--- src/md5_pkg.sv ---
package md5_pkg;

   localparam logic [31:0] INIT_A = 32'h67452301;
   localparam logic [31:0] INIT_B = 32'hefcdab89;
   localparam logic [31:0] INIT_C = 32'h98badcfe;
   localparam logic [31:0] INIT_D = 32'h10325476;

   // queue entry between front and back
   typedef struct packed {
      logic [7:0] data_byte;
      logic       has_byte;
      logic       end_of_message;
   } md5_item_type;

   typedef enum logic [2:0] {
      ST_FILL,
      ST_ROUND,
      ST_SUM,
      ST_PAD,
      ST_EMIT
   } md5_state_type;

   function automatic logic [31:0] round_k(input logic [5:0] i);
      logic [31:0] k;
      unique case (i)
         6'd0: k = 32'hd76aa478;  6'd1: k = 32'he8c7b756;
         6'd2: k = 32'h242070db;  6'd3: k = 32'hc1bdceee;
         6'd4: k = 32'hf57c0faf;  6'd5: k = 32'h4787c62a;
         6'd6: k = 32'ha8304613;  6'd7: k = 32'hfd469501;
         6'd8: k = 32'h698098d8;  6'd9: k = 32'h8b44f7af;
         6'd10: k = 32'hffff5bb1; 6'd11: k = 32'h895cd7be;
         6'd12: k = 32'h6b901122; 6'd13: k = 32'hfd987193;
         6'd14: k = 32'ha679438e; 6'd15: k = 32'h49b40821;
         6'd16: k = 32'hf61e2562; 6'd17: k = 32'hc040b340;
         6'd18: k = 32'h265e5a51; 6'd19: k = 32'he9b6c7aa;
         6'd20: k = 32'hd62f105d; 6'd21: k = 32'h02441453;
         6'd22: k = 32'hd8a1e681; 6'd23: k = 32'he7d3fbc8;
         6'd24: k = 32'h21e1cde6; 6'd25: k = 32'hc33707d6;
         6'd26: k = 32'hf4d50d87; 6'd27: k = 32'h455a14ed;
         6'd28: k = 32'ha9e3e905; 6'd29: k = 32'hfcefa3f8;
         6'd30: k = 32'h676f02d9; 6'd31: k = 32'h8d2a4c8a;
         6'd32: k = 32'hfffa3942; 6'd33: k = 32'h8771f681;
         6'd34: k = 32'h6d9d6122; 6'd35: k = 32'hfde5380c;
         6'd36: k = 32'ha4beea44; 6'd37: k = 32'h4bdecfa9;
         6'd38: k = 32'hf6bb4b60; 6'd39: k = 32'hbebfbc70;
         6'd40: k = 32'h289b7ec6; 6'd41: k = 32'heaa127fa;
         6'd42: k = 32'hd4ef3085; 6'd43: k = 32'h04881d05;
         6'd44: k = 32'hd9d4d039; 6'd45: k = 32'he6db99e5;
         6'd46: k = 32'h1fa27cf8; 6'd47: k = 32'hc4ac5665;
         6'd48: k = 32'hf4292244; 6'd49: k = 32'h432aff97;
         6'd50: k = 32'hab9423a7; 6'd51: k = 32'hfc93a039;
         6'd52: k = 32'h655b59c3; 6'd53: k = 32'h8f0ccc92;
         6'd54: k = 32'hffeff47d; 6'd55: k = 32'h85845dd1;
         6'd56: k = 32'h6fa87e4f; 6'd57: k = 32'hfe2ce6e0;
         6'd58: k = 32'ha3014314; 6'd59: k = 32'h4e0811a1;
         6'd60: k = 32'hf7537e82; 6'd61: k = 32'hbd3af235;
         6'd62: k = 32'h2ad7d2bb; 6'd63: k = 32'heb86d391;
         default: k = 32'h0;
      endcase
      return k;
   endfunction

   function automatic logic [4:0] round_s(input logic [5:0] i);
      logic [4:0] s;
      unique case ({i[5:4], i[1:0]})
         4'd0: s = 5'd7;   4'd1: s = 5'd12;  4'd2: s = 5'd17;  4'd3: s = 5'd22;
         4'd4: s = 5'd5;   4'd5: s = 5'd9;   4'd6: s = 5'd14;  4'd7: s = 5'd20;
         4'd8: s = 5'd4;   4'd9: s = 5'd11;  4'd10: s = 5'd16; 4'd11: s = 5'd23;
         4'd12: s = 5'd6;  4'd13: s = 5'd10; 4'd14: s = 5'd15; 4'd15: s = 5'd21;
         default: s = 5'd0;
      endcase
      return s;
   endfunction

   function automatic logic [3:0] round_g(input logic [5:0] i);
      logic [3:0] g;
      unique case (i[5:4])
         2'd0: g = i[3:0];
         2'd1: g = 4'(i[3:0] * 4'd5 + 4'd1);
         2'd2: g = 4'(i[3:0] * 4'd3 + 4'd5);
         default: g = 4'(i[3:0] * 4'd7);
      endcase
      return g;
   endfunction

endpackage

--- src/md5_front.sv ---
module md5_front #(
   parameter int Depth = 4
) (
   input  logic                clock,
   input  logic                reset,
   input  logic                req_tvalid,
   output logic                req_tready,
   input  logic [7:0]          req_tdata,
   input  logic                req_tlast,
   input  logic                req_tuser,
   output logic                q_valid,
   input  logic                q_ready,
   output md5_pkg::md5_item_type q_item
);

   localparam int AW = $clog2(Depth);

   md5_pkg::md5_item_type mem_ff [Depth];
   logic [AW-1:0] wr_ff, rd_ff;
   logic [AW:0]   cnt_ff;
   logic          push, pop;

   assign req_tready = (cnt_ff != (AW+1)'(Depth));
   assign push = req_tvalid && req_tready && (req_tuser || req_tlast);
   assign q_valid = (cnt_ff != '0);
   assign pop = q_valid && q_ready;
   assign q_item = mem_ff[rd_ff];

   always_ff @(posedge clock) begin
      if (push) begin
         mem_ff[wr_ff] <= '{data_byte: req_tdata, has_byte: req_tuser,
                            end_of_message: req_tlast};
      end
      if (reset) begin
         wr_ff  <= '0;
         rd_ff  <= '0;
         cnt_ff <= '0;
      end else begin
         if (push) wr_ff <= (wr_ff == AW'(Depth-1)) ? '0 : wr_ff + AW'(1);
         if (pop)  rd_ff <= (rd_ff == AW'(Depth-1)) ? '0 : rd_ff + AW'(1);
         cnt_ff <= cnt_ff + (AW+1)'(push) - (AW+1)'(pop);
      end
   end

endmodule

--- src/md5_back.sv ---
module md5_back (
   input  logic                  clock,
   input  logic                  reset,
   input  logic                  q_valid,
   output logic                  q_ready,
   input  md5_pkg::md5_item_type q_item,
   output logic                  rsp_tvalid,
   input  logic                  rsp_tready,
   output logic [31:0]           rsp_tdata,
   output logic [1:0]            rsp_tuser,
   output logic                  rsp_tlast
);

   md5_pkg::md5_state_type state_ff, state_in;
   logic [31:0] h_ff [4];
   logic [31:0] a_ff, b_ff, c_ff, d_ff;
   logic [31:0] buf_ff [16];   // byte 4*i+k sits in bits 8*k+7:8*k of word i
   logic [5:0]  pos_ff;
   logic [63:0] cnt_ff;
   logic [5:0]  rnd_ff;
   logic        fin_ff;    // padding still to do after this compression
   logic        two_ff;    // next pad block is the zero and length block
   logic        last_ff;   // this compression is the length block
   logic [1:0]  widx_ff;

   logic [31:0] f, w, sum, rot;
   logic [3:0]  g;
   logic [4:0]  s;
   logic [63:0] bits;
   logic        len_fits;
   logic [31:0] pad_word [16];

   always_comb begin
      g = md5_pkg::round_g(rnd_ff);
      s = md5_pkg::round_s(rnd_ff);
      w = buf_ff[g];
      unique case (rnd_ff[5:4])
         2'd0: f = (b_ff & c_ff) | (~b_ff & d_ff);
         2'd1: f = (b_ff & d_ff) | (c_ff & ~d_ff);
         2'd2: f = b_ff ^ c_ff ^ d_ff;
         default: f = c_ff ^ (b_ff | ~d_ff);
      endcase
      sum = a_ff + f + md5_pkg::round_k(rnd_ff) + w;
      rot = (sum << s) | (sum >> (6'd32 - {1'b0, s}));
      bits = {cnt_ff[60:0], 3'b000};
      len_fits = two_ff || (pos_ff < 6'd56);
   end

   // pad block: 0x80 at fill position, zeros after, length in top 8 bytes if room
   always_comb begin
      for (int i = 0; i < 16; i++) begin
         for (int k = 0; k < 4; k++) begin
            if (two_ff || 6'(4*i+k) > pos_ff) pad_word[4'(i)][8*k +: 8] = 8'h00;
            else if (6'(4*i+k) == pos_ff) pad_word[4'(i)][8*k +: 8] = 8'h80;
            else pad_word[4'(i)][8*k +: 8] = buf_ff[4'(i)][8*k +: 8];
         end
      end
      if (len_fits) begin
         pad_word[4'd14] = bits[31:0];
         pad_word[4'd15] = bits[63:32];
      end
   end

   assign q_ready = (state_ff == md5_pkg::ST_FILL);
   assign rsp_tvalid = (state_ff == md5_pkg::ST_EMIT);
   assign rsp_tdata  = h_ff[widx_ff];
   assign rsp_tuser  = widx_ff;
   assign rsp_tlast  = (widx_ff == 2'd3);

   always_ff @(posedge clock) begin
      if (reset) state_ff <= md5_pkg::ST_FILL;
      else state_ff <= state_in;
   end

   always_comb begin
      state_in = state_ff;
      unique case (state_ff)
         md5_pkg::ST_FILL: begin
            if (q_valid) begin
               if (q_item.has_byte && pos_ff == 6'd63) state_in = md5_pkg::ST_ROUND;
               else if (q_item.end_of_message) state_in = md5_pkg::ST_PAD;
            end
         end
         md5_pkg::ST_ROUND: begin
            if (rnd_ff == 6'd63) state_in = md5_pkg::ST_SUM;
         end
         md5_pkg::ST_SUM: begin
            if (last_ff) state_in = md5_pkg::ST_EMIT;
            else if (fin_ff) state_in = md5_pkg::ST_PAD;
            else state_in = md5_pkg::ST_FILL;
         end
         md5_pkg::ST_PAD: state_in = md5_pkg::ST_ROUND;
         md5_pkg::ST_EMIT: begin
            if (rsp_tready && widx_ff == 2'd3) state_in = md5_pkg::ST_FILL;
         end
         default: state_in = md5_pkg::ST_FILL;
      endcase
   end

   always_ff @(posedge clock) begin
      if (reset) begin
         h_ff[0] <= md5_pkg::INIT_A;
         h_ff[1] <= md5_pkg::INIT_B;
         h_ff[2] <= md5_pkg::INIT_C;
         h_ff[3] <= md5_pkg::INIT_D;
         pos_ff <= '0;
         cnt_ff <= '0;
         rnd_ff <= '0;
         fin_ff <= 1'b0;
         two_ff <= 1'b0;
         last_ff <= 1'b0;
         widx_ff <= '0;
      end else begin
         unique case (state_ff)
            md5_pkg::ST_FILL: begin
               if (q_valid) begin
                  if (q_item.has_byte) begin
                     buf_ff[pos_ff[5:2]][{pos_ff[1:0], 3'b000} +: 8] <= q_item.data_byte;
                     pos_ff <= pos_ff + 6'd1;
                     cnt_ff <= cnt_ff + 64'd1;
                  end
                  fin_ff <= q_item.end_of_message;
                  two_ff <= 1'b0;
                  last_ff <= 1'b0;
                  a_ff <= h_ff[0]; b_ff <= h_ff[1];
                  c_ff <= h_ff[2]; d_ff <= h_ff[3];
                  rnd_ff <= '0;
               end
            end
            md5_pkg::ST_ROUND: begin
               a_ff <= d_ff;
               d_ff <= c_ff;
               c_ff <= b_ff;
               b_ff <= b_ff + rot;
               rnd_ff <= rnd_ff + 6'd1;
            end
            md5_pkg::ST_SUM: begin
               h_ff[0] <= h_ff[0] + a_ff;
               h_ff[1] <= h_ff[1] + b_ff;
               h_ff[2] <= h_ff[2] + c_ff;
               h_ff[3] <= h_ff[3] + d_ff;
            end
            md5_pkg::ST_PAD: begin
               for (int i = 0; i < 16; i++) buf_ff[4'(i)] <= pad_word[4'(i)];
               fin_ff <= !len_fits;
               two_ff <= !len_fits;
               last_ff <= len_fits;
               a_ff <= h_ff[0]; b_ff <= h_ff[1];
               c_ff <= h_ff[2]; d_ff <= h_ff[3];
               rnd_ff <= '0;
            end
            md5_pkg::ST_EMIT: begin
               if (rsp_tready) begin
                  widx_ff <= widx_ff + 2'd1;
                  if (widx_ff == 2'd3) begin
                     h_ff[0] <= md5_pkg::INIT_A;
                     h_ff[1] <= md5_pkg::INIT_B;
                     h_ff[2] <= md5_pkg::INIT_C;
                     h_ff[3] <= md5_pkg::INIT_D;
                     pos_ff <= '0;
                     cnt_ff <= '0;
                     last_ff <= 1'b0;
                  end
               end
            end
            default: ;
         endcase
      end
   end

endmodule

--- src/md5_hash_engine_top.sv ---
// After the end-of-message item the core builds the pad block, runs the 64 rounds and the
// chaining add (twice when an extra pad block is needed), then emits the four digest words
// one per cycle while rsp_tready is high. Queue items are taken one per cycle while filling;
// a full block stops the core reading the queue for the 64 rounds and the chaining add.
// A 4-entry queue decouples the input from the core.
// Synchronous active-high reset loads the MD5 initial words and clears counts and queue.
module md5_hash_engine_top #(
   parameter int QueueDepth = 4
) (
   input  logic        clock,
   input  logic        reset,
   input  logic        req_tvalid,
   output logic        req_tready,
   input  logic [7:0]  req_tdata,   // data_byte
   input  logic        req_tlast,
   input  logic        req_tuser,   // has_byte
   output logic        rsp_tvalid,
   input  logic        rsp_tready,
   output logic [31:0] rsp_tdata,   // digest_word
   output logic [1:0]  rsp_tuser,   // word_index
   output logic        rsp_tlast
);

   logic                  q_valid, q_ready;
   md5_pkg::md5_item_type q_item;

   md5_front #(.Depth(QueueDepth)) u_front (
      .clock, .reset, .req_tvalid, .req_tready, .req_tdata, .req_tlast, .req_tuser,
      .q_valid, .q_ready, .q_item
   );

   md5_back u_back (
      .clock, .reset, .q_valid, .q_ready, .q_item,
      .rsp_tvalid, .rsp_tready, .rsp_tdata, .rsp_tuser, .rsp_tlast
   );

endmodule

--- config.mk ---
export PLATFORM = sky130hd
export DESIGN_NAME = md5_hash_engine_top
export DESIGN_NICKNAME = d
export VERILOG_FILES = /design/src/md5_pkg.sv /design/src/md5_front.sv /design/src/md5_back.sv /design/src/md5_hash_engine_top.sv
export SDC_FILE = /design/constraint.sdc
export NUM_CORES = 2
export LEC_CHECK = 0
export ABC_AREA = 1
export CAP_MARGIN = 20
export CORE_MARGIN = 8
export CORE_UTILIZATION = 55
export DETAILED_ROUTE_END_ITERATION = 16
export DONT_BUFFER_PORTS = 1
export PLACE_DENSITY = 0.79
export SKIP_LAST_GASP = 1
export SLEW_MARGIN = 0
export SYNTH_ARGS = -nofsm -noshare
export SYNTH_HDL_FRONTEND = slang
export SYNTH_SLANG_ARGS = --single-unit
--- constraint.sdc ---
create_clock -name clock -period 13.2 [get_ports clock]
set_input_delay 1.32 -clock clock [delete_from_list [all_inputs] [get_ports clock]]
set_output_delay 1.32 -clock clock [all_outputs]
set_load 0.02 [all_outputs]
==> flow_metrics.py <==
metrics = {
    "die": {
        "start_util": 0.555,
        "die_y_um": 337,
        "coreArea_mm2": 0.102,
        "die_width_um": 337,
        "std_cell_rows": 117,
        "io_pins": 51,
        "die_area_mm2": 0.113,
    },
    "layout": {
        "area_growth_pct": 7.79,
        "drive_gt1_frac": 0.0474,
        "fin_nets": 7759,
        "fill_cells": 9487,
        "fin_area_mm2": 0.0610,
        "final_cells": 8903,
        "multi_input_comb_area_mm2": 0.0292,
        "final-seq-area_mm2": 0.0227,
    },
    "synthesis": {
        "synth_area_leaders": "edfxtp_1, dfxtp_1, nand2_1",
        "synth_edf_count": 520,
        "synthArstFlopShare": 0,
        "synth_compound_area_frac": 0.204,
        "muxShareOfSynthArea": 0.000354,
        "synthDistinctLibCells": 70,
        "synth_top_family_by_area": "simple AND/OR/NAND/NOR gates",
        "synth.most_common_cell": "nand2_1",
        "postSynthCellCount": 7593,
        "syn_nets": 7902,
        "synth_fa_ha_area_frac": 0.0746,
        "synth_area_per_cell_um2": 7.45,
        "synth-seq-area-share": 0.402,
        "synthDominantCellAreaShare": 0.276,
        "synthFlopType": "edfxtp_1",
        "synth_area_mm2": 0.0566,
        "yosys.area.top_type": "edfxtp_1",
        "synthXorXnorAreaFrac": 0.00898,
        "synthSimpleGateAreaFrac": 0.227,
        "synth_common_cells": "nand2_1, inv_1, o21ai_0",
        "yosys_warnings": 0,
        "ys_seq_elements": 876,
    },
    "worst_setup_path": {
        "cpLargestDelayFamily": "simple AND/OR/NAND/NOR gates",
        "critPathMostFrequentCell": "nand2_1",
        "r2r-start": "u_back.rnd_ff[5]$_SDFFE_PP0P_",
        "worst_setup_path_start_kind": "flop",
        "cp_slowest_cell": "dfxtp_1",
        "critPathMaxFanout": 99,
        "cp.arrival_ps": 11060,
        "startpoint": "u_back.rnd_ff[5]$_SDFFE_PP0P_",
        "critical_path_class": "flop to flop",
        "endpoint_kind": "flop",
        "crit_required_ps": 13600,
        "cpPeakStageDelay_ps": 560,
        "cp_num_buf_inv": 5,
    },
    "clocking": {
        "cts_root_buf": "clkbuf_16",
        "post_cts_buffers": 0,
        "cts_hold_buf": 0,
        "ctsResizeCount": 0,
        "cts_made_buffers": 93,
        "h-tree-depth": 3,
        "cts_tree": "yes",
        "cts_sinks": 876,
        "clkSlewWorstSetupHoldPaths_ps": 60,
        "cts_buffer_depth": 3,
        "clock_latency_ps": 690,
    },
    "place": {
        "hpwl_um": 159000,
        "dp.cells": 8708,
        "portBuffers": 0,
        "place_congestion": 1.05,
        "place_area_mm2": 0.0576,
    },
    "route": {
        "drt_pass1_iterations": 9,
        "drt_iter0_markers": 8567,
        "postRouteAntennaNets": 0,
        "totalWireLength_um": 216000,
        "vias": 56399,
        "wl_per_cell_um": 24.3,
        "via_per_inst": 6.33,
        "drc": 0,
    },
    "timing": {
        "holdWs_ps": 450,
        "fmax_mhz": 93.8,
        "hold_viol_final": 0,
        "rsz0062_at_grt": "false",
        "fin_crit_sh": 0.808,
        "final-setup-viol-count": 0,
        "finalCriticalPeriod_ps": 10660,
        "fin_worst_skew_ps": 44.4,
        "tns_ps": 0,
        "relSlewSlack": 0.188,
        "worst-slew-pin-transition_ps": 1220,
        "report.final.slew_viol_count": 0,
    },
    "global_route": {
        "grt_max_degree": 113,
        "grt-ovfl-total": 0,
        "grt_antenna_before_repair": 8,
        "grt_pass1_wl_um": 319000,
        "grt_pass1_vias": 50933,
        "grt_usage": 0.366,
    },
    "min_path": {
        "min-delay-start": "u_back.buf_ff[7][19]$_SDFFE_PP0P_",
        "holdCritPathClass": "flop to flop",
    },
    "job": {
        "cap_violations": 0,
    },
    "run_status": {
        "outcome": "finished clean",
    },
}
layout make-up:
cell class                 instances  share of cell area
multi-input combinational       5495               0.479
sequential                       876               0.373
inverter                         898              0.0555
clock buffer                     125              0.0436
tap                             1368              0.0281
timing repair buffer              86              0.0116
clock inverter                    51             0.00907
antenna                            4            0.000164
final timing paths:
kind | endpoint | slack, ps | cells past startpoint
min | u_back.buf_ff[7][19]$_SDFFE_PP0P_ | 450 | 2
max | u_back.b_ff[25]$_DFFE_PP_ | 2540 | 47
min reg2reg | u_back.buf_ff[7][19]$_SDFFE_PP0P_ | 450 | 2
max reg2reg | u_back.b_ff[25]$_DFFE_PP_ | 2540 | 47
state kept, by name (all words and copies together), names as in the netlist, named ones only:
name,count
u_back.d_ff,32
u_front.rd_ff,2
u_back.a_ff,32
u_back.b_ff,32
u_back.h_ff,128
u_back.last_ff,1
u_back.buf_ff,512
u_front.wr_ff,2
u_back.fin_ff,1
u_back.rnd_ff,6
u_front.cnt_ff,3
u_back.rsp_tuser,2
u_back.pos_ff,6
u_front.mem_ff,40
u_back.c_ff,32
u_back.two_ff,1
u_back.state_ff,3
u_back.s,5
worst register-to-register path, delay by kind of cell, from the launching register on:
kind,cells,cell delay (ps)
adders and majority gates,5,2370
and+or+nand+nor,26,4240
DFF,1,560
buffers and inverters,5,990
AOI/OAI and AO/OA,11,2240
layer usage:
layer / share of wire / wire length [um] / GRT usage / up-vias
met1: 0.41 / 89100 / 0.530 / 26389
met4: 0.036 / 7700 / 0.119 / 2
met5: 0.000051 / 11 / 0 / -
met3: 0.14 / 30800 / 0.108 / 498
li1: - / - / - / 25647
met2: 0.41 / 88700 / 0.524 / 3863
cell usage in the layout (no fill, tap or decap), types with 16 or more instances in the layout:
cell type / Yosys / layout
nand2_1: 1653 / 1649
inv_1: 872 / 869
o21ai_0: 826 / 825
a21oi_1: 761 / 761
nor2_1: 615 / 612
nand3_1: 598 / 598
edfxtp_1: 520 / 520
dfxtp_1: 356 / 355
ha_1: 225 / 225
o211ai_1: 103 / 103
clkbuf_16: 0 / 99
buf_4: 2 / 77
a31oi_1: 70 / 70
fa_1: 70 / 70
o22ai_1: 59 / 59
nor3_1: 58 / 58
a32o_1: 48 / 48
nand4_1: 42 / 42
o21ai_1: 36 / 37
xnor2_1: 31 / 31
xor2_1: 27 / 27
or2_2: 26 / 26
a21o_1: 26 / 26
inv_2: 21 / 22
o21a_1: 19 / 19
o221ai_1: 18 / 18
clkinv_2: 0 / 18
clkbuf_1: 232 / 18
o2111ai_1: 16 / 16
stage by stage:
step                       util  setup WS, ps
after global routing      0.598          1820
after floorplan               -          1250
after CTS                 0.597          2880
final                     0.598          2540
after global placement    0.565          3060
after detailed placement  0.565          2920
kinds of logic (layout without fill, tap and decap cells):
| family | after synthesis | in the layout |
|---|---|---|
| DFF | 876 | 876 |
| buffers and inverters | 1222 | 1160 |
| muxes | 2 | 2 |
| and+or+nand+nor | 3074 | 3074 |
| AOI/OAI and AO/OA | 2066 | 2066 |
| adders and majority gates | 295 | 295 |
| other | 0 | 4 |
| xor gates and xnor gates | 58 | 58 |
Power is not shown: default switching activity piles up to over one toggle a cycle in this logic, so the estimate is an artifact.
